`config.mk`:
```
export PLATFORM = sky130hd
export DESIGN_NAME = tfsc_front
export DESIGN_NICKNAME = d
export VERILOG_FILES = /design/src/rtl/tfsc_pkg.sv /design/src/rtl/tfsc_front.sv
export SDC_FILE = /design/constraint.sdc
export NUM_CORES = 1
export LEC_CHECK = 0
export BUFFER_PORTS_ARGS = -buffer_cell sky130_fd_sc_hd__buf_2
export CORE_MARGIN = 1.5
export CORE_UTILIZATION = 60
export CTS_BUF_LIST = sky130_fd_sc_hd__clkbuf_16
export DETAILED_ROUTE_END_ITERATION = 12
export GPL_TIMING_DRIVEN = 0
export HOLD_SLACK_MARGIN = 0.08
export PLACE_DENSITY = 0.82
export SLEW_MARGIN = 20
export SYNTH_ARGS = -nofsm -noshare
export SYNTH_HDL_FRONTEND = slang
export SYNTH_SLANG_ARGS = --single-unit
```
`constraint.sdc`:
```
create_clock -name i_clk -period 8.75 [get_ports i_clk]
set_clock_uncertainty 0.05 [all_clocks]
set_input_delay 0.875 -clock i_clk [delete_from_list [all_inputs] [get_ports i_clk]]
set_output_delay 0.875 -clock i_clk [all_outputs]
set_load 0.005 [all_outputs]
```
`src/rtl/tfsc_pkg.sv`:
```
// Shared types and constants for the texture fit scale/clamp core.
// Request/result payloads, config register set, queue entry and codes.
// No dependencies.
`default_nettype none
package tfsc_pkg;

    localparam int SIDE_BITS   = 8;
    localparam int MAX_SIDE    = 1 << SIDE_BITS;
    localparam int ADDR_BITS   = 2 * SIDE_BITS;
    localparam int PIXEL_BITS  = 32;
    localparam int SIZE_BITS   = 9;
    localparam int LOG2_BITS   = 4;
    localparam int CFG_IDX_BITS  = 3;
    localparam int CFG_DATA_BITS = 9;
    localparam int QUEUE_DEPTH = 4;
    localparam int QPTR_BITS   = $clog2(QUEUE_DEPTH);

    localparam logic [31:0] WIDE_MASK   = 32'((64'(1) << PIXEL_BITS) - 64'(1));
    localparam logic [31:0] NARROW_MASK = 32'h0000_FFFF;

    localparam logic OP_WRITE = 1'b0;
    localparam logic OP_READ  = 1'b1;

    localparam logic [1:0] MODE_NONE  = 2'd0;
    localparam logic [1:0] MODE_SCALE = 2'd1;
    localparam logic [1:0] MODE_CLAMP = 2'd2;

    localparam logic [CFG_IDX_BITS-1:0] CFG_IMAGE_WIDTH  = 3'd0;
    localparam logic [CFG_IDX_BITS-1:0] CFG_IMAGE_HEIGHT = 3'd1;
    localparam logic [CFG_IDX_BITS-1:0] CFG_SURF_W_LOG2  = 3'd2;
    localparam logic [CFG_IDX_BITS-1:0] CFG_SURF_H_LOG2  = 3'd3;
    localparam logic [CFG_IDX_BITS-1:0] CFG_MODE_HORIZ   = 3'd4;
    localparam logic [CFG_IDX_BITS-1:0] CFG_MODE_VERT    = 3'd5;
    localparam logic [CFG_IDX_BITS-1:0] CFG_WIDE_PIXELS  = 3'd6;

    typedef struct packed {
        logic                  operation;
        logic [SIDE_BITS-1:0]  pos_x;
        logic [SIDE_BITS-1:0]  pos_y;
        logic [31:0]           pixel_in;
    } t_request;

    typedef struct packed {
        logic [31:0] pixel_out;
        logic        outside_surface;
    } t_result;

    typedef struct packed {
        logic [SIZE_BITS-1:0] image_width;
        logic [SIZE_BITS-1:0] image_height;
        logic [LOG2_BITS-1:0] surface_width_log2;
        logic [LOG2_BITS-1:0] surface_height_log2;
        logic [1:0]           mode_horizontal;
        logic [1:0]           mode_vertical;
        logic                 wide_pixels;
    } t_cfg;

    typedef struct packed {
        logic                 operation;
        logic                 outside;
        logic [ADDR_BITS-1:0] addr;
        logic [31:0]          pixel;
    } t_entry;

    typedef struct packed {
        logic push;
        logic pop;
        logic full;
        logic empty;
    } t_qctl;

endpackage
`default_nettype wire

```
`src/rtl/tfsc_front.sv`:
```
// Front end: config registers, request classification and coordinate fit.
// Turns each accepted request into a queue entry. Depends on tfsc_pkg.
`default_nettype none
module tfsc_front (
    input  wire logic                                i_clk,
    input  wire logic                                i_rst_n,
    input  wire logic                                i_cfg_we,
    input  wire logic [tfsc_pkg::CFG_IDX_BITS-1:0]   i_cfg_idx,
    input  wire logic [tfsc_pkg::CFG_DATA_BITS-1:0]  i_cfg_data,
    input  wire tfsc_pkg::t_request                  i_request,
    output tfsc_pkg::t_cfg                           o_cfg,
    output tfsc_pkg::t_entry                         o_entry
);

    tfsc_pkg::t_cfg r_cfg;
    tfsc_pkg::t_cfg n_cfg;

    function automatic logic [tfsc_pkg::SIDE_BITS-1:0] fit_axis(
        input logic [tfsc_pkg::SIDE_BITS-1:0] dst,
        input logic [1:0]                     mode,
        input logic [tfsc_pkg::SIZE_BITS-1:0] size,
        input logic [tfsc_pkg::LOG2_BITS-1:0] lg
    );
        logic [tfsc_pkg::SIZE_BITS-1:0]                     sz;
        logic [tfsc_pkg::SIZE_BITS-1:0]                     lim;
        logic [tfsc_pkg::SIZE_BITS+tfsc_pkg::SIDE_BITS-1:0] prod;
        logic [tfsc_pkg::SIZE_BITS+tfsc_pkg::SIDE_BITS-1:0] shf;
        logic [tfsc_pkg::SIDE_BITS-1:0]                     res;
        sz   = (size == '0) ? tfsc_pkg::SIZE_BITS'(1) : size;
        lim  = sz - tfsc_pkg::SIZE_BITS'(1);
        prod = (tfsc_pkg::SIZE_BITS+tfsc_pkg::SIDE_BITS)'(dst) *
               (tfsc_pkg::SIZE_BITS+tfsc_pkg::SIDE_BITS)'(sz);
        shf  = prod >> lg;
        case (mode)
            tfsc_pkg::MODE_SCALE: res = shf[tfsc_pkg::SIDE_BITS-1:0];
            tfsc_pkg::MODE_CLAMP: begin
                res = ({1'b0, dst} < lim) ? dst : lim[tfsc_pkg::SIDE_BITS-1:0];
            end
            default: res = dst;
        endcase
        return res;
    endfunction

    function automatic logic beyond(
        input logic [tfsc_pkg::SIDE_BITS-1:0] pos,
        input logic [tfsc_pkg::LOG2_BITS-1:0] lg
    );
        logic r;
        if (lg >= tfsc_pkg::LOG2_BITS'(tfsc_pkg::SIDE_BITS)) begin
            r = 1'b0;
        end else begin
            r = (pos >> lg) != '0;
        end
        return r;
    endfunction

    always_comb begin
        n_cfg = r_cfg;
        if (i_cfg_we) begin
            case (i_cfg_idx)
                tfsc_pkg::CFG_IMAGE_WIDTH:  n_cfg.image_width         = i_cfg_data;
                tfsc_pkg::CFG_IMAGE_HEIGHT: n_cfg.image_height        = i_cfg_data;
                tfsc_pkg::CFG_SURF_W_LOG2:  n_cfg.surface_width_log2  = i_cfg_data[3:0];
                tfsc_pkg::CFG_SURF_H_LOG2:  n_cfg.surface_height_log2 = i_cfg_data[3:0];
                tfsc_pkg::CFG_MODE_HORIZ:   n_cfg.mode_horizontal     = i_cfg_data[1:0];
                tfsc_pkg::CFG_MODE_VERT:    n_cfg.mode_vertical       = i_cfg_data[1:0];
                tfsc_pkg::CFG_WIDE_PIXELS:  n_cfg.wide_pixels         = i_cfg_data[0];
                default: ;
            endcase
        end
    end

    always_ff @(posedge i_clk) begin
        if (!i_rst_n) begin
            r_cfg.image_width         <= tfsc_pkg::SIZE_BITS'(1);
            r_cfg.image_height        <= tfsc_pkg::SIZE_BITS'(1);
            r_cfg.surface_width_log2  <= '0;
            r_cfg.surface_height_log2 <= '0;
            r_cfg.mode_horizontal     <= tfsc_pkg::MODE_NONE;
            r_cfg.mode_vertical       <= tfsc_pkg::MODE_NONE;
            r_cfg.wide_pixels         <= 1'b1;
        end else begin
            r_cfg <= n_cfg;
        end
    end

    logic [tfsc_pkg::SIDE_BITS-1:0] sx;
    logic [tfsc_pkg::SIDE_BITS-1:0] sy;

    always_comb begin
        sx = fit_axis(i_request.pos_x, r_cfg.mode_horizontal, r_cfg.image_width,
                      r_cfg.surface_width_log2);
        sy = fit_axis(i_request.pos_y, r_cfg.mode_vertical, r_cfg.image_height,
                      r_cfg.surface_height_log2);
        o_entry.operation = i_request.operation;
        o_entry.pixel     = i_request.pixel_in;
        if (i_request.operation == tfsc_pkg::OP_WRITE) begin
            o_entry.outside = 1'b0;
            o_entry.addr    = {i_request.pos_y, i_request.pos_x};
        end else begin
            o_entry.outside = beyond(i_request.pos_x, r_cfg.surface_width_log2) ||
                              beyond(i_request.pos_y, r_cfg.surface_height_log2);
            o_entry.addr    = {sy, sx};
        end
    end

    assign o_cfg = r_cfg;

endmodule
`default_nettype wire

```
==> flow_summary.ini <==
[global_routing]
grt.total_usage_pct = 33.38
grt_max_degree = 11
grtUsageMet3_pct = 8.943
antenna_found_initial = 0
grt_pass1_vias = 8540
grt_pass1_wl_um = 43010
grt_util_met1_pct = 48.71
use_met2_pct = 51.08
busiest_layer = met2
overflow = 0

[clocking]
numCtsBuffers = 5
htreeDepth = 2
clockRootBuffer = clkbuf_16
path_clk_slew_ns = 0.05
cts_max_path_buffers = 2
cts_sinks = 31
clock_latency_ns = 0.27
cts_tree = done
cts_setup_buffers = 0
holdBufCountCts = 0

[floorplan]
core_area_um2 = 14530
pin_count = 145
die_w_um = 125.0
die_y_um = 125.0
die_area_um2 = 15630
initial_core_util_pct = 61.48
core.rowCount = 44

[placement]
place_hpwl_um = 20950
gp_congestion = 0.9990
dp_cells = 1456
io_buffers = 111
placed_cell_area_um2 = 9726

[worst_hold_path]
holdPathEnd = o_cfg[0]$_SDFFE_PN1P_
hold_depth = 2
hold_path.class = flip-flop to flip-flop
hp-start = o_cfg[0]$_SDFFE_PN1P_

[power]
p_leak_nw = 4.548
finalPower_w = 0.0005957
p_per_area_nw_per_um2 = 60.37
peakVddDrop_mv = 0.06651

[synth]
synth_top_family_by_area = adder cells
avgSynthCellArea_um2 = 7.696
synth.net_count = 1403
synth_seq_cells = 31
yosysSeqAreaShare_pct = 6.946
synth_edf_count = 0
synthMuxAreaShare_pct = 5.083
synth-xor-area-share_pct = 3.529
synth_cell_types = 74
yosysWarnings = 0
synth_ff_type = dfxtp_1
yosys.area_share.simple_pct = 22.43
async_flop_share_pct = 0
synth-compound-area-share_pct = 18.47
synth_cells = 1161
synth_area_um2 = 8935
synth_fa_ha_area_share_pct = 31.98

[timing]
drv_slew = 0
setup_tns_ns = 0
rsz0062_at_grt = no
worst_slew_pin_slew_ns = 0.7502
fmax_mhz = 119.8
setup_viol = 0
layout_min_cycle_time_ns = 8.344
slew_headroom_pct = 49.72
period_share_pct = 95.36
finalHoldViolations = 0

[worst_setup_path]
cp_max_fo = 10
critPathCaptureType = output port
worst-path-stages = 21
critPathTopFamily = adder cells
r2r_slack_ns = 6.66
cp_common_cell = fa_1
reg2reg_to = o_cfg[9]$_SDFFE_PN0P_
cp.arrival_ns = 7.42
reg2reg_from = o_cfg[9]$_SDFFE_PN0P_
crit_buf_inv = 5
cp_slowest_stage_delay_ns = 0.56
start_kind = flip-flop
crit_required_ns = 7.83
slowest_stage = or4_1
path_cells = or4_1 > o21bai_1 > clkbuf_1 > nand2_1 > fa_1 > fa_1 > fa_1 > fa_1 > inv_1 > ha_1 > clkbuf_1 > a21o_1 > a311oi_2 > or2_1 > buf_4 > or3b_1 > and3_1 > mux4_2 > a31oi_1 > o211ai_1 > buf_2
path_class = flip-flop to output port
r2r_cells = 5

[final_layout]
instances_no_fill = 1463
final_area_um2 = 9867
num_antenna_cells = 0
largest_reg_flops = 31
drive_gt1_share_pct = 13.29
mostFrequentLayoutCells = nand2_1, inv_1, buf_2
area.growth.synth_to_final_pct = 10.43
fillers = 1247
multi_input_area_um2 = 7295
final_common_cell = nand2_1
fin_nets = 1521
seqCellArea_um2 = 620.6

[routing]
drt-vias-per-instance = 6.144
drcViolationCount = 0
drt_iter0_drc = 916
ant_nets = 0
vias = 8989
drt_first_pass_iters = 5
wl_per_cell_um = 17.86
routed_wl_um = 26120

[run_status]
outcome = finished, final reports clean

[job]
cap_violations = 0
[layout make-up]
type	instances	area share (%)
timing repair buffer	111	5.630
multi-input combinational	889	73.93
inverter	131	4.984
clock buffer	5	1.268
clock inverter	2	0.08876
tap	184	2.333
sequential	31	6.290
buffer	110	5.478
[routing by layer]
metal	wire length, µm	share of wire, %
met1	11190	43
met2	11240	43
met3	3415	13
met4	275	1.1
met5	0	0
[synth_stat cells (16+ instances only)]
library cell	instances	area (µm²)
ha_1	94	1176
nor3_1	23	115.1
nand3_1	19	95.09
and2_1	75	469.2
xnor2_1	22	192.7
nand2_1	165	619.3
buf_4	34	255.2
clkbuf_1	69	259.0
a21oi_1	45	225.2
mux2i_1	24	240.2
inv_1	130	488.0
fa_1	84	1682
nor2_1	47	176.4
dfxtp_1	31	620.6
nor2b_1	22	137.6
o21ai_0	21	105.1
a21o_1	16	120.1
a21boi_0	16	120.1
[worst register-to-register path: stages (launching register included)]
cell and delay, ns:
dfxtp_1 0.33, clkbuf_1 0.44, buf_1 0.45, clkbuf_1 0.47, mux2i_1 0.14, nor2b_1 0.14
[timing repair]
| item | CTS | global route |
|---|---|---|
| endpoints found under the hold margin | 0 | 0 |
| gates resized for setup | 0 | 1 |
| endpoints found under the setup margin | 0 | 1 |
[power by group]
group	switching [W]	total (W)	internal (W)
clock network	0.0000583	0.000160	0.000102
registers	0.00000344	0.000148	0.000145
logic	0.000171	0.000287	0.000116
total	0.000233	0.000596	0.000363
[worst max-delay path by stage]
| stage | start | endpoint |
|---|---|---|
| 3_3_place_gp | o_cfg[25]$_SDFFE_PN0P_ | o_entry[35] |
| 5_1_grt | o_cfg[25]$_SDFFE_PN0P_ | o_entry[37] |
| 2_1_floorplan | o_cfg[25]$_SDFFE_PN0P_ | o_entry[33] |
| 4_1_cts | o_cfg[25]$_SDFFE_PN0P_ | o_entry[35] |
| 6_report | o_cfg[25]$_SDFFE_PN0P_ | o_entry[37] |
| 3_5_place_dp | o_cfg[25]$_SDFFE_PN0P_ | o_entry[35] |
[metrics by stage]
| stage | util, % | hold WS [ns] | worst slack [ns] |
|---|---|---|---|
| 2_1_floorplan | - | 0.4196 | 1.861 |
| 3_3_place_gp | 66.88 | 0.4090 | 0.7265 |
| 3_5_place_dp | 66.92 | 0.4117 | 0.7360 |
| 5_1_grt | 67.89 | 0.4582 | 0.1950 |
| 6_report | 67.89 | 0.4322 | 0.4059 |
| 4_1_cts | 67.84 | 0.4269 | 0.4162 |
[cell families after synthesis]
kind of cell    count (synthesis)
simple gates                  409
compound gates                230
buf+inv                       241
xor+xnor                       36
flops                          31
mux                            36
fa+ha+maj                     178
No activity file was read; power rests on OpenSTA's default activity.
