### src/rtl/tfsc_pkg.sv
// Shared types and constants for the texture fit scale/clamp core.
// Request/result payloads, config register set, queue entry and codes.
// No dependencies.
`default_nettype none
package tfsc_pkg;

    localparam int SIDE_BITS   = 8;
    localparam int MAX_SIDE    = 1 << SIDE_BITS;
    localparam int ADDR_BITS   = 2 * SIDE_BITS;
    localparam int PIXEL_BITS  = 32;
    localparam int SIZE_BITS   = 9;
    localparam int LOG2_BITS   = 4;
    localparam int CFG_IDX_BITS  = 3;
    localparam int CFG_DATA_BITS = 9;
    localparam int QUEUE_DEPTH = 4;
    localparam int QPTR_BITS   = $clog2(QUEUE_DEPTH);

    localparam logic [31:0] WIDE_MASK   = 32'((64'(1) << PIXEL_BITS) - 64'(1));
    localparam logic [31:0] NARROW_MASK = 32'h0000_FFFF;

    localparam logic OP_WRITE = 1'b0;
    localparam logic OP_READ  = 1'b1;

    localparam logic [1:0] MODE_NONE  = 2'd0;
    localparam logic [1:0] MODE_SCALE = 2'd1;
    localparam logic [1:0] MODE_CLAMP = 2'd2;

    localparam logic [CFG_IDX_BITS-1:0] CFG_IMAGE_WIDTH  = 3'd0;
    localparam logic [CFG_IDX_BITS-1:0] CFG_IMAGE_HEIGHT = 3'd1;
    localparam logic [CFG_IDX_BITS-1:0] CFG_SURF_W_LOG2  = 3'd2;
    localparam logic [CFG_IDX_BITS-1:0] CFG_SURF_H_LOG2  = 3'd3;
    localparam logic [CFG_IDX_BITS-1:0] CFG_MODE_HORIZ   = 3'd4;
    localparam logic [CFG_IDX_BITS-1:0] CFG_MODE_VERT    = 3'd5;
    localparam logic [CFG_IDX_BITS-1:0] CFG_WIDE_PIXELS  = 3'd6;

    typedef struct packed {
        logic                  operation;
        logic [SIDE_BITS-1:0]  pos_x;
        logic [SIDE_BITS-1:0]  pos_y;
        logic [31:0]           pixel_in;
    } t_request;

    typedef struct packed {
        logic [31:0] pixel_out;
        logic        outside_surface;
    } t_result;

    typedef struct packed {
        logic [SIZE_BITS-1:0] image_width;
        logic [SIZE_BITS-1:0] image_height;
        logic [LOG2_BITS-1:0] surface_width_log2;
        logic [LOG2_BITS-1:0] surface_height_log2;
        logic [1:0]           mode_horizontal;
        logic [1:0]           mode_vertical;
        logic                 wide_pixels;
    } t_cfg;

    typedef struct packed {
        logic                 operation;
        logic                 outside;
        logic [ADDR_BITS-1:0] addr;
        logic [31:0]          pixel;
    } t_entry;

    typedef struct packed {
        logic push;
        logic pop;
        logic full;
        logic empty;
    } t_qctl;

endpackage
`default_nettype wire

### src/rtl/tfsc_queue.sv
// Short request queue between the front end and the store back end.
// Depends on tfsc_pkg.
`default_nettype none
module tfsc_queue (
    input  wire logic              i_clk,
    input  wire logic              i_rst_n,
    input  wire logic              i_push,
    input  wire logic              i_pop,
    input  wire tfsc_pkg::t_entry  i_entry,
    output tfsc_pkg::t_entry       o_entry,
    output tfsc_pkg::t_qctl        o_ctl
);

    tfsc_pkg::t_entry r_mem [tfsc_pkg::QUEUE_DEPTH];
    logic [tfsc_pkg::QPTR_BITS-1:0] r_wptr, r_rptr;
    logic [tfsc_pkg::QPTR_BITS:0]   r_count;
    logic                           full, empty, do_push, do_pop;

    assign full    = r_count == (tfsc_pkg::QPTR_BITS+1)'(tfsc_pkg::QUEUE_DEPTH);
    assign empty   = r_count == '0;
    assign do_push = i_push && !full;
    assign do_pop  = i_pop && !empty;

    always_ff @(posedge i_clk) begin
        if (!i_rst_n) begin
            r_wptr  <= '0;
            r_rptr  <= '0;
            r_count <= '0;
        end else begin
            if (do_push) r_wptr <= r_wptr + 1'b1;
            if (do_pop)  r_rptr <= r_rptr + 1'b1;
            case ({do_push, do_pop})
                2'b10:   r_count <= r_count + 1'b1;
                2'b01:   r_count <= r_count - 1'b1;
                default: r_count <= r_count;
            endcase
        end
    end

    always_ff @(posedge i_clk) begin
        if (do_push) r_mem[r_wptr] <= i_entry;
    end

    assign o_entry   = r_mem[r_rptr];
    assign o_ctl.push  = do_push;
    assign o_ctl.pop   = do_pop;
    assign o_ctl.full  = full;
    assign o_ctl.empty = empty;

endmodule
`default_nettype wire

### config.mk
export PLATFORM = sky130hd
export DESIGN_NAME = tfsc_queue
export DESIGN_NICKNAME = d
export VERILOG_FILES = /design/src/rtl/tfsc_pkg.sv /design/src/rtl/tfsc_queue.sv
export SDC_FILE = /design/constraint.sdc
export NUM_CORES = 1
export LEC_CHECK = 0
export BUFFER_PORTS_ARGS = -buffer_cell sky130_fd_sc_hd__buf_4
export CORE_AREA = 5 5 146 148
export CTS_CLUSTER_DIAMETER = 50
export CTS_CLUSTER_SIZE = 25
export DETAILED_ROUTE_END_ITERATION = 8
export DIE_AREA = 0 0 151 153
export SYNTH_ARGS = -nofsm -noshare
export SYNTH_HDL_FRONTEND = slang
export SYNTH_SLANG_ARGS = --single-unit
### constraint.sdc
create_clock -name i_clk -period 3 [get_ports i_clk]
set_input_delay 0.3 -clock i_clk [delete_from_list [all_inputs] [get_ports i_clk]]
set_output_delay 0.3 -clock i_clk [all_outputs]
set_load 0.05 [all_outputs]
==> impl_metrics.csv, run 1 <==
group,metric,value,unit
run_status,status,"complete, no violations",
sta,tightest_slew,0.670,ns
critical_path,worst_setup_path_end_kind,"output pin",
floorplan,num_rows,52,
sta,fin_setup_tns,0,ns
floorplan,die_height,153,µm
pwr,cellLeakagePower,0.00334,µW
clock_network,clock_latency,0.49,ns
floorplan,dieWidth,151,µm
grt,antenna_found_initial,0,
clock_network,clock_sinks,209,
placed_design,port_buffers,107,
grt,track_usage,12.5,%
critical_path,critical_path_required,2.70,ns
sta,max_freq,0.403,GHz
critical_path,slowest_stage,"dfxtp_4",
synth,ys_ff_latch,209,
sta,min_period,2.48,ns
critical_path,cp_common_cell,"buf_4",
grt,grt_overflow,0,
synth,ys_async_sr_fraction,0,%
finish,synthToLayoutAreaGrowth,26.9,%
synth,syn_area,7800,µm²
finish,num_antenna_cells,0,
detailed_routing,wl_per_cell,18.6,µm
clock_network,clockRootBuffer,"clkbuf_16",
placed_design,place.gp.congestion,0.744,
sta,hold_viol_final,0,
detailed_routing,first_pass_iters,4,
clock_network,cts_tree,"built",
clock_network,htree_levels,1,
critical_path,critPathMaxFanout,17,
detailed_routing,drc,0,
floorplan,start_util,39.2,%
synth,synth_area_leader_cell,"edfxtp_1",
sta,fin_skew,0.0115,ns
clock_network,clockBufferDepth,3,
detailed_routing,wirelength,14200,µm
synth,ys_top_cells_by_area,"edfxtp_1 77%, mux4_2 14%, dfxtp_1 2.3%, buf_12 1.3%, ha_1 0.80%",
clock_network,post_cts_resized,0,
pwr,fin_total_pwr,8880,µW
critical_path,slowest_delay,0.59,ns
critical_path,path_cells,"buf_4 -> mux4_2 -> buf_4",
floorplan,ioPinCount,108,
sta,drv_slew,0,
finish,final_nets,537,
pwr,ir_worst_vdd,0.627,mV
synth,ys_types,25,
synth,synth_seq_area_share,79.3,%
detailed_routing,drtAntennaViolNets,0,
synth,synth_ff_type,"edfxtp_1",
placed_design,dp_hpwl,8850,µm
synth,synth.avg_cell_area,24.4,µm²
synth,syn_inst,320,
critical_path,cp_num_buf_inv,2,
detailed_routing,drt_first_iter_violations,158,
finish,drive_gt1_share,42.3,%
critical_path,criticalPathCategory,"reg -> out",
sta,post-route-period-util,82.7,%
pwr,p_per_area,898,nW/µm²
flow_run,maxCapViolations,0,
synth,syn_nets,380,
synth,synth_top_area_share,77.0,%
critical_path,crit_arrival,2.18,ns
detailed_routing,viasPerCell,4.74,
grt,grt_max_degree,33,
synth,synth_edf_count,200,
clock_network,clk_pin_slew,0.07,ns
synth,yosys_warnings,0,
floorplan,die_area,23100,µm²
sta,slew_headroom,55.2,%
clock_network,numCtsBuffers,19,
critical_path,cp_top_family,"flip-flops",
floorplan,core-area,19900,µm²
hold_path,holdCritPathClass,"in -> reg",
critical_path,startpoint_type,"flop",
detailed_routing,dr_total_vias,3599,
grt,grt_pass1_wl,22300,µm
sta,setup_viol,0,
sta,rsz0062_at_grt,"no",
grt,grt_pass1_vias,4005,
==> flip-flops by register name, summed over array words and instances, names as in the netlist, named ones only <==
name,count
r_wptr,2
r_rptr,2
r_count,3
r_mem,200
==> final timing paths <==
path,startpoint,endpoint,cells past startpoint,slack (ns)
min,i_entry[3],r_mem[0][3],1,0.02
min reg2reg,r_rptr[1],flop,2,0.49
max reg2reg,r_count[2],r_count[2],9,0.76
max,flop,o_entry[49],3,0.52
==> Yosys cell counts, types with 2 or more instances <==
cell type and n:
or3_1 2, nand2_1 7, nor2b_1 2, dfxtp_1 9, ha_1 5, and2_1 6
mux2i_1 2, buf_2 6, edfxtp_1 200, mux4_2 50, inv_1 5, buf_4 4
o21ai_0 5, a21boi_1 2, buf_12 5
==> logic make-up (layout without fill, tap and decap cells) <==
kind of cell | count (synthesis) | in the layout | synth area share, %
flip-flops | 209 | 209 | 79.3
multiplexers | 52 | 52 | 14.7
buffers and inverters | 24 | 193 | 2.58
AND/OR/NAND/NOR | 20 | 20 | 1.57
AO/OA/AOI/OAI | 7 | 7 | 0.513
adder cells (fa/ha/maj) | 6 | 6 | 1.06
XOR/XNOR | 2 | 2 | 0.225
==> cell type report <==
type | instances | area (µm²)
fill | 1656 | 10000
sequential | 209 | 6190
multi-input combinational | 87 | 1410
timing repair buffer | 154 | 1310
clock buffer | 22 | 487
tap | 270 | 338
clock inverter | 11 | 139
inverter | 6 | 22.5
==> per-layer routing <==
| layer | routed length (µm) | GRT usage [%] |
|---|---|---|
| met4 | 202 | 2.63 |
| met3 | 891 | 3.41 |
| met5 | 0 | 0 |
| met2 | 7140 | 20.9 |
| met1 | 5910 | 16.3 |
==> power by group <==
group | leakage [µW] | total, µW | switching (µW) | internal, µW
logic | 0.00113 | 2830 | 1790 | 1030
clock network | 0.000302 | 2400 | 1040 | 1370
registers | 0.00191 | 3650 | 136 | 3520
total | 0.00334 | 8880 | 2960 | 5920
==> through the flow <==
| stage | instances | util, % | setup slack [ns] | hold WS, ns | area [µm²] |
|---|---|---|---|---|---|
| finish | 759 | 49.7 | 0.518 | 0.0189 | 9900 |
| global route | 759 | 49.7 | 0.362 | 0.000459 | 9900 |
| CTS | 747 | 49.1 | 0.439 | 0.00000727 | 9780 |
| detailed placement | 691 | 44.8 | 0.767 | 0.482 | 8920 |
| global placement | 691 | 44.8 | 0.863 | 0.470 | 8920 |
| floorplan | 320 | - | 0.630 | 0.399 | 7800 |
==> placed cells by master (no fill, tap or decap), drive strengths merged, types with 5 or more instances in the layout <==
cell type,instances
edfxtp,200
buf,119
mux4,50
dlygate4sd3,35
clkbuf,22
dfxtp,9
inv,9
nand2,7
and2,6
o21ai,5
ha,5
clkinv,5
==> repair_timing <==
item                                    4_1_cts  5_1_grt
hold buffers                                 23       12
endpoints found under the hold margin        82       42
buffers inserted                              0        0
endpoints found under the setup margin        0        0
Power figures use the tool's default switching activity.
==> run 2: changes to the inputs <==
--- a/config.mk
+++ b/config.mk
@@ -5,12 +5,13 @@
 export SDC_FILE = /design/constraint.sdc
 export NUM_CORES = 1
 export LEC_CHECK = 0
+export ABC_AREA = 1
 export BUFFER_PORTS_ARGS = -buffer_cell sky130_fd_sc_hd__buf_4
-export CORE_AREA = 5 5 146 148
+export CORE_AREA = 5 5 149 151
 export CTS_CLUSTER_DIAMETER = 50
 export CTS_CLUSTER_SIZE = 25
 export DETAILED_ROUTE_END_ITERATION = 8
-export DIE_AREA = 0 0 151 153
+export DIE_AREA = 0 0 154 156
 export SYNTH_ARGS = -nofsm -noshare
 export SYNTH_HDL_FRONTEND = slang
 export SYNTH_SLANG_ARGS = --single-unit
==> constraint.sdc (replaced) <==
create_clock -name i_clk -period 2 [get_ports i_clk]
set_input_delay 0.2 -clock i_clk [delete_from_list [all_inputs] [get_ports i_clk]]
set_output_delay 0.2 -clock i_clk [all_outputs]
set_load 0.05 [all_outputs]
==> run 2 against run 1 <==
  * The flow now finishes with violations (setup timing)
  * Power rose by 78%
  * Global-route usage increased by 2.8 points
  * Critical path depth is 2 higher
  * Via count rose by 46%
  * Area after synthesis increased by 3.7%
  * Final area rose by 14%
  * Sequential power up 49%
  * Sequential share of layout area decreased by 7.7 points
  * First-iteration DRC count grew 72%
  * Register-to-register slack got worse by 0.57 ns
  * Synthesized cell count is 75% higher
  * Critical endpoint is now o_entry[18]
  * Largest power group is now combinational cells
  * Highest routed layer unchanged
==> impl_metrics.csv, run 2 <==
group,metric,value,unit
run_status,status,"complete, but fails checks",
run_status,violations,"setup timing",
finish,largest_reg_flops,200,
floorplan,num_rows,53,
grt,grt_max_degree,51,
finish,reg_top3,"r_mem x200, r_count x3",
pwr,power.share.sequential,34.4,%
floorplan,core-area,20700,µm²
critical_path,r2r_cells,13,
detailed_routing,drt_first_iter_violations,271,
detailed_routing,drc,0,
critical_path,startpoint_type,"flop",
pwr,cellLeakagePower,0.00406,µW
clock_network,numCtsBuffers,22,
grt,grt_pass1_vias,5305,
finish,regArea,6190,µm²
flow_run,maxCapViolations,0,
synth,ys_ff_latch,209,
hold_path,holdPathStages,3,
placed_design,port_buffers,107,
clock_network,clk_pin_slew,0.07,ns
synth,synth_edf_count,200,
synth,yosys.cell_count.top_type,"edfxtp_1",
hold_path,holdCritPathClass,"in -> reg",
floorplan,ioPinCount,108,
detailed_routing,drtAntennaViolNets,0,
synth,syn_area,8080,µm²
sta,rsz0062_at_grt,"yes",
critical_path,criticalPathCategory,"reg -> out",
sta,slew_headroom,79.8,%
floorplan,start_util,39.1,%
detailed_routing,wirelength,20600,µm
synth,ys_async_sr_fraction,0,%
critical_path,r2r_start,"r_count[1]",
sta,min_period,2.01,ns
sta,hold_viol_final,0,
clock_network,clockRootBuffer,"clkbuf_16",
placed_design,place.gp.congestion,0.762,
synth,synth_area_leader_cell,"edfxtp_1",
critical_path,r2r_end,"r_count[2]",
grt,grt_overflow,0,
pwr,switching_power,5900,µW
pwr,p_comb_share,38.3,%
sta,setup_viol,2,
finish,synthToLayoutAreaGrowth,39.7,%
clock_network,cts_tree,"built",
clock_network,clock_sinks,209,
floorplan,die_height,156,µm
synth,synth_seq_area_share,76.5,%
detailed_routing,first_pass_iters,5,
finish,multiInputGateArea,1800,µm²
pwr,switching_share,37.4,%
synth,yosys_warnings,0,
finish,final_nets,805,
grt,grt_pass1_wl,28900,µm
finish,drive_gt1_share,36.0,%
sta,drv_slew,0,
floorplan,die_area,24000,µm²
pwr,p_per_area,1400,nW/µm²
finish,largest-register,"r_mem",
synth,synth_ff_type,"edfxtp_1",
detailed_routing,wl_per_cell,19.9,µm
sta,post-route-period-util,101,%
pwr,clockPowerShare,27.3,%
critical_path,worst_setup_path_end_kind,"output pin",
synth,ys_types,23,
finish,layout_common_cells,"200 x edfxtp_1, 96 x buf_4, 78 x nor2_1, 52 x dlygate4sd3_1, 42 x o21ai_1",
clock_network,clock_latency,0.50,ns
synth,syn_nets,620,
clock_network,htree_levels,1,
finish,num_antenna_cells,0,
synth,synth_commonest_cells,"200 x edfxtp_1, 112 x nor2_1, 60 x o21ai_1, 50 x o22ai_1, 42 x o21ai_0",
floorplan,dieWidth,154,µm
synth,syn_inst,560,
placed_design,dp_hpwl,10300,µm
critical_path,crit_arrival,1.81,ns
hold_path,hold_path.startpoint,"i_pop",
sta,max_freq,0.497,GHz
clock_network,clockBufferDepth,3,
synth,synth_top_area_share,74.3,%
synth,synth.avg_cell_area,14.4,µm²
synth,ys_top_cells_by_area,"edfxtp_1 74%, nor2_1 5.2%, o22ai_1 3.9%, o21ai_1 3.7%, o21ai_0 2.6%",
critical_path,critical_path_required,1.80,ns
detailed_routing,dr_total_vias,5251,
placed_design,post-place-ws,0.225,ns
sta,tightest_slew,0.303,ns
sta,hold_slack,0.0197,ns
pwr,internal_power,9890,µW
finish,fill_cells,1691,
grt,track_usage,15.3,%
critical_path,rrSetupSlack,0.19,ns
pwr,ir_worst_vdd,0.997,mV
sta,fin_skew,0.0227,ns
critical_path,critPathMaxFanout,8,
detailed_routing,viasPerCell,5.07,
finish,final_common_cell,"edfxtp_1",
grt,antenna_found_initial,0,
sta,setup_slack,-0.0134,ns
## run 2: how the worst max path moves through the flow
stage | from | end | slack (ns) | depth (start not counted)
after CTS | flop | o_entry[38] | -0.05 | 4
final | flop | o_entry[18] | -0.01 | 5
after global routing | flop | o_entry[29] | -0.11 | 5
after detailed placement | r_count[1] | r_count[2] | 0.22 | 13
after floorplan | r_count[1] | r_mem[0][0] | -0.31 | 4
after global placement | r_count[2] | r_count[2] | 0.31 | 13
## run 2: per-stage QoR
| step | cells | cell area [µm²] | TNS (ns) | util [%] | total power (µW) |
|---|---|---|---|---|---|
| after floorplan | 560 | 8090 | -62.15 | - | 9000 |
| after global placement | 923 | 9100 | 0 | 44.0 | 10100 |
| after detailed placement | 923 | 9100 | 0 | 44.0 | 10200 |
| after CTS | 1021 | 10700 | -0.386 | 51.5 | 15100 |
| after global routing | 1036 | 11300 | -2.37 | 54.6 | 16500 |
| final | 1036 | 11300 | -0.0233 | 54.6 | 15800 |
## run 2: cell type report
cell class              count  area share (%)
inverters                  21           0.975
multi-input cells         295            15.9
repair inverters            4           0.643
clock inverters            15            1.85
well taps                 275            3.05
clock buffers              25            5.17
repair buffers            192            17.5
flip-flops and latches    209            54.8
## run 2: kinds of logic after synthesis
logic type                 synth area share [%]
DFF                                        76.5
AOI/OAI and AO/OA                          10.4
and+or+nand+nor                            6.46
buffers and inverters                      5.60
adders and majority gates                  1.02
## run 2: critical path, cell delays in order, from the launching register on
cell	delay (ns)
dfxtp_4	0.50
buf_12	0.18
clkbuf_16	0.16
o21ai_2	0.05
o22ai_1	0.17
buf_4	0.22
## run 2: power by group through the flow
stage,clock network (µW),logic (µW),registers (µW)
3_3_place_gp,0,4690,5450
5_1_grt,4620,6380,5460
3_5_place_dp,0,4760,5470
6_report,4320,6050,5430
4_1_cts,4420,5250,5400
2_1_floorplan,0,3560,5430
## run 2: repair_timing
item                       CTS  global route
pin swaps                    1            35
hold buffers                52             0
hold endpoints to repair   207             0
setup endpoints to repair   50            49
resized for setup           22           111
gates cloned                 4             9
buffers inserted             2             6
## run 2: layer usage
| layer | global-route usage (%) | part of all wire (%) | vias up |
|---|---|---|---|
| li1 | - | - | 2452 |
| met1 | 20.2 | 44 | 2625 |
| met2 | 26.4 | 49 | 155 |
| met3 | 2.88 | 5.8 | 19 |
| met4 | 3.41 | 1.3 | 0 |
| met5 | 0 | 0 | - |
==> run 3: changes to the inputs <==
==> constraint.sdc (replaced) <==
create_clock -name i_clk -period 1.7 [get_ports i_clk]
set_input_delay 0.17 -clock i_clk [delete_from_list [all_inputs] [get_ports i_clk]]
set_output_delay 0.17 -clock i_clk [all_outputs]
set_load 0.05 [all_outputs]
==> run 3 against run 2 <==
  * The flow still finishes with violations (setup timing)
  * Via count increased by 3.7%
  * Register-to-register slack got worse by 0.15 ns
  * Core utilization rose by 3.4 points
  * Sequential share of layout area fell by 3.1 points
  * Hold slack improved by 0.030 ns
  * Critical path depth increased by 1
  * Setup slack lost 0.22 ns
  * Sequential power rose by 17%
  * Clock skew decreased by 0.0072 ns
  * Wire length increased by 5.2%
  * Die area stayed put
  * Critical path type unchanged
  * Largest power group unchanged
==> impl_metrics.csv, run 3 (synthesis gave the netlist of run 2 again) <==
group,metric,value,unit
run_status,violations,"setup timing",
finish,largest-register,"r_mem",
sta,post-route-period-util,114,%
clock_network,clock_latency,0.49,ns
placed_design,port_buffers,107,
sta,max_freq,0.516,GHz
sta,hold_slack,0.0497,ns
finish,synthToLayoutAreaGrowth,48.3,%
sta,fin_setup_tns,-8.32,ns
detailed_routing,viasPerCell,5.14,
floorplan,die_area,24000,µm²
finish,reg_top3,"r_mem x200, r_count x3",
detailed_routing,wirelength,21700,µm
critical_path,critical_path_required,1.53,ns
flow_run,maxCapViolations,0,
sta,tightest_slew,0.246,ns
grt,grt_pass1_vias,5583,
floorplan,ioPinCount,108,
grt,grt_max_degree,31,
sta,drv_slew,0,
clock_network,cts_tree,"built",
floorplan,start_util,39.1,%
clock_network,clockBufferDepth,3,
pwr,ir_worst_vdd,0.839,mV
floorplan,die_height,156,µm
clock_network,clockRootBuffer,"clkbuf_16",
sta,slew_headroom,83.4,%
placed_design,post-place-ws,-0.0616,ns
pwr,p_per_area,1600,nW/µm²
grt,grt_overflow,0,
critical_path,worst_setup_path_end_kind,"output pin",
finish,largest_reg_flops,200,
floorplan,num_rows,53,
pwr,fin_total_pwr,19200,µW
finish,multiInputGateArea,2000,µm²
floorplan,core-area,20700,µm²
detailed_routing,drtAntennaViolNets,0,
sta,setup_slack,-0.237,ns
clock_network,clk_pin_slew,0.07,ns
hold_path,holdCritPathClass,"in -> reg",
detailed_routing,drc,0,
finish,fill_cells,1630,
detailed_routing,drt_first_iter_violations,371,
sta,hold_viol_final,0,
sta,min_period,1.94,ns
clock_network,htree_levels,1,
detailed_routing,dr_total_vias,5447,
sta,fin_skew,0.0155,ns
sta,setup_viol,50,
grt,track_usage,16.3,%
finish,regArea,6200,µm²
finish,drive_gt1_share,42.4,%
finish,num_antenna_cells,0,
critical_path,startpoint_type,"flop",
floorplan,dieWidth,154,µm
clock_network,clock_sinks,209,
pwr,cellLeakagePower,0.00431,µW
placed_design,dp_hpwl,10500,µm
run_status,status,"complete, but fails checks",
sta,rsz0062_at_grt,"yes",
grt,grt_pass1_wl,30800,µm
placed_design,place.gp.congestion,0.737,
finish,final_nets,833,
finish,layout_common_cells,"200 x edfxtp_1, 91 x buf_4, 81 x nor2_1, 53 x dlygate4sd3_1, 44 x o21ai_1",
critical_path,crit_arrival,1.77,ns
detailed_routing,wl_per_cell,20.4,µm
grt,antenna_found_initial,0,
critical_path,critPathMaxFanout,11,
critical_path,criticalPathCategory,"reg -> out",
finish,final_common_cell,"edfxtp_1",
clock_network,numCtsBuffers,19,
detailed_routing,first_pass_iters,4,
## run 3: report_power, final
part | switching [µW] | internal, µW | total (µW)
clock | 2020 | 2480 | 4500
sequential | 201 | 6180 | 6380
combinational | 5050 | 3240 | 8290
total | 7270 | 11900 | 19200
## run 3: timing repair
item | in CTS | in global routing
cloned | 13 | 13
buffers inserted | 11 | 10
pin swaps | 8 | 48
endpoints found under the setup margin | 52 | 52
gates resized for setup | 101 | 137
hold buffers | 53 | 0
hold endpoints to repair | 208 | 0
## run 3: worst max-delay path, stage by stage, from the launching register on
cell and delay [ns]:
dfxtp_4 0.37, buf_12 0.15, buf_12 0.14, buf_16 0.15, nor2_1 0.17, o22ai_2 0.11
buf_4 0.20
## run 3: routing by layer
layer  vias to the layer above  global-route usage (%)  wire [µm]
met5                         -                       0          0
met4                         0                    4.37        397
met3                        34                    3.02       1130
met2                       167                    28.7      11200
met1                      2730                    21.0       8970
li1                       2516                       -          -
## run 3: layout make-up
cell class                 count  share of cell area, %
inverter                      21                  0.856
multi-input combinational    295                   16.7
timing repair buffer         221                   21.5
timing repair inverter         6                  0.762
tap                          275                   2.87
sequential                   209                   51.7
clock inverter                14                   1.63
clock buffer                  19                   3.97
## run 3: final timing paths
kind	start	to	slack, ns	depth (start not counted)
max	flop	o_entry[24]	-0.24	6
min	i_pop	r_rptr[0]	0.05	4
max reg2reg	r_count[1]	r_count[2]	0.04	10
min reg2reg	r_wptr[1]	r_wptr[1]	0.52	2
## run 3: per-stage QoR
stage / instance area, µm² / utilization (%) / std cells
final: 12000 / 57.9 / 1060
after detailed placement: 9230 / 44.6 / 929
after CTS: 11100 / 53.9 / 1039
after global routing: 12000 / 57.9 / 1060
after floorplan: 8120 / - / 560
after global placement: 9230 / 44.6 / 929
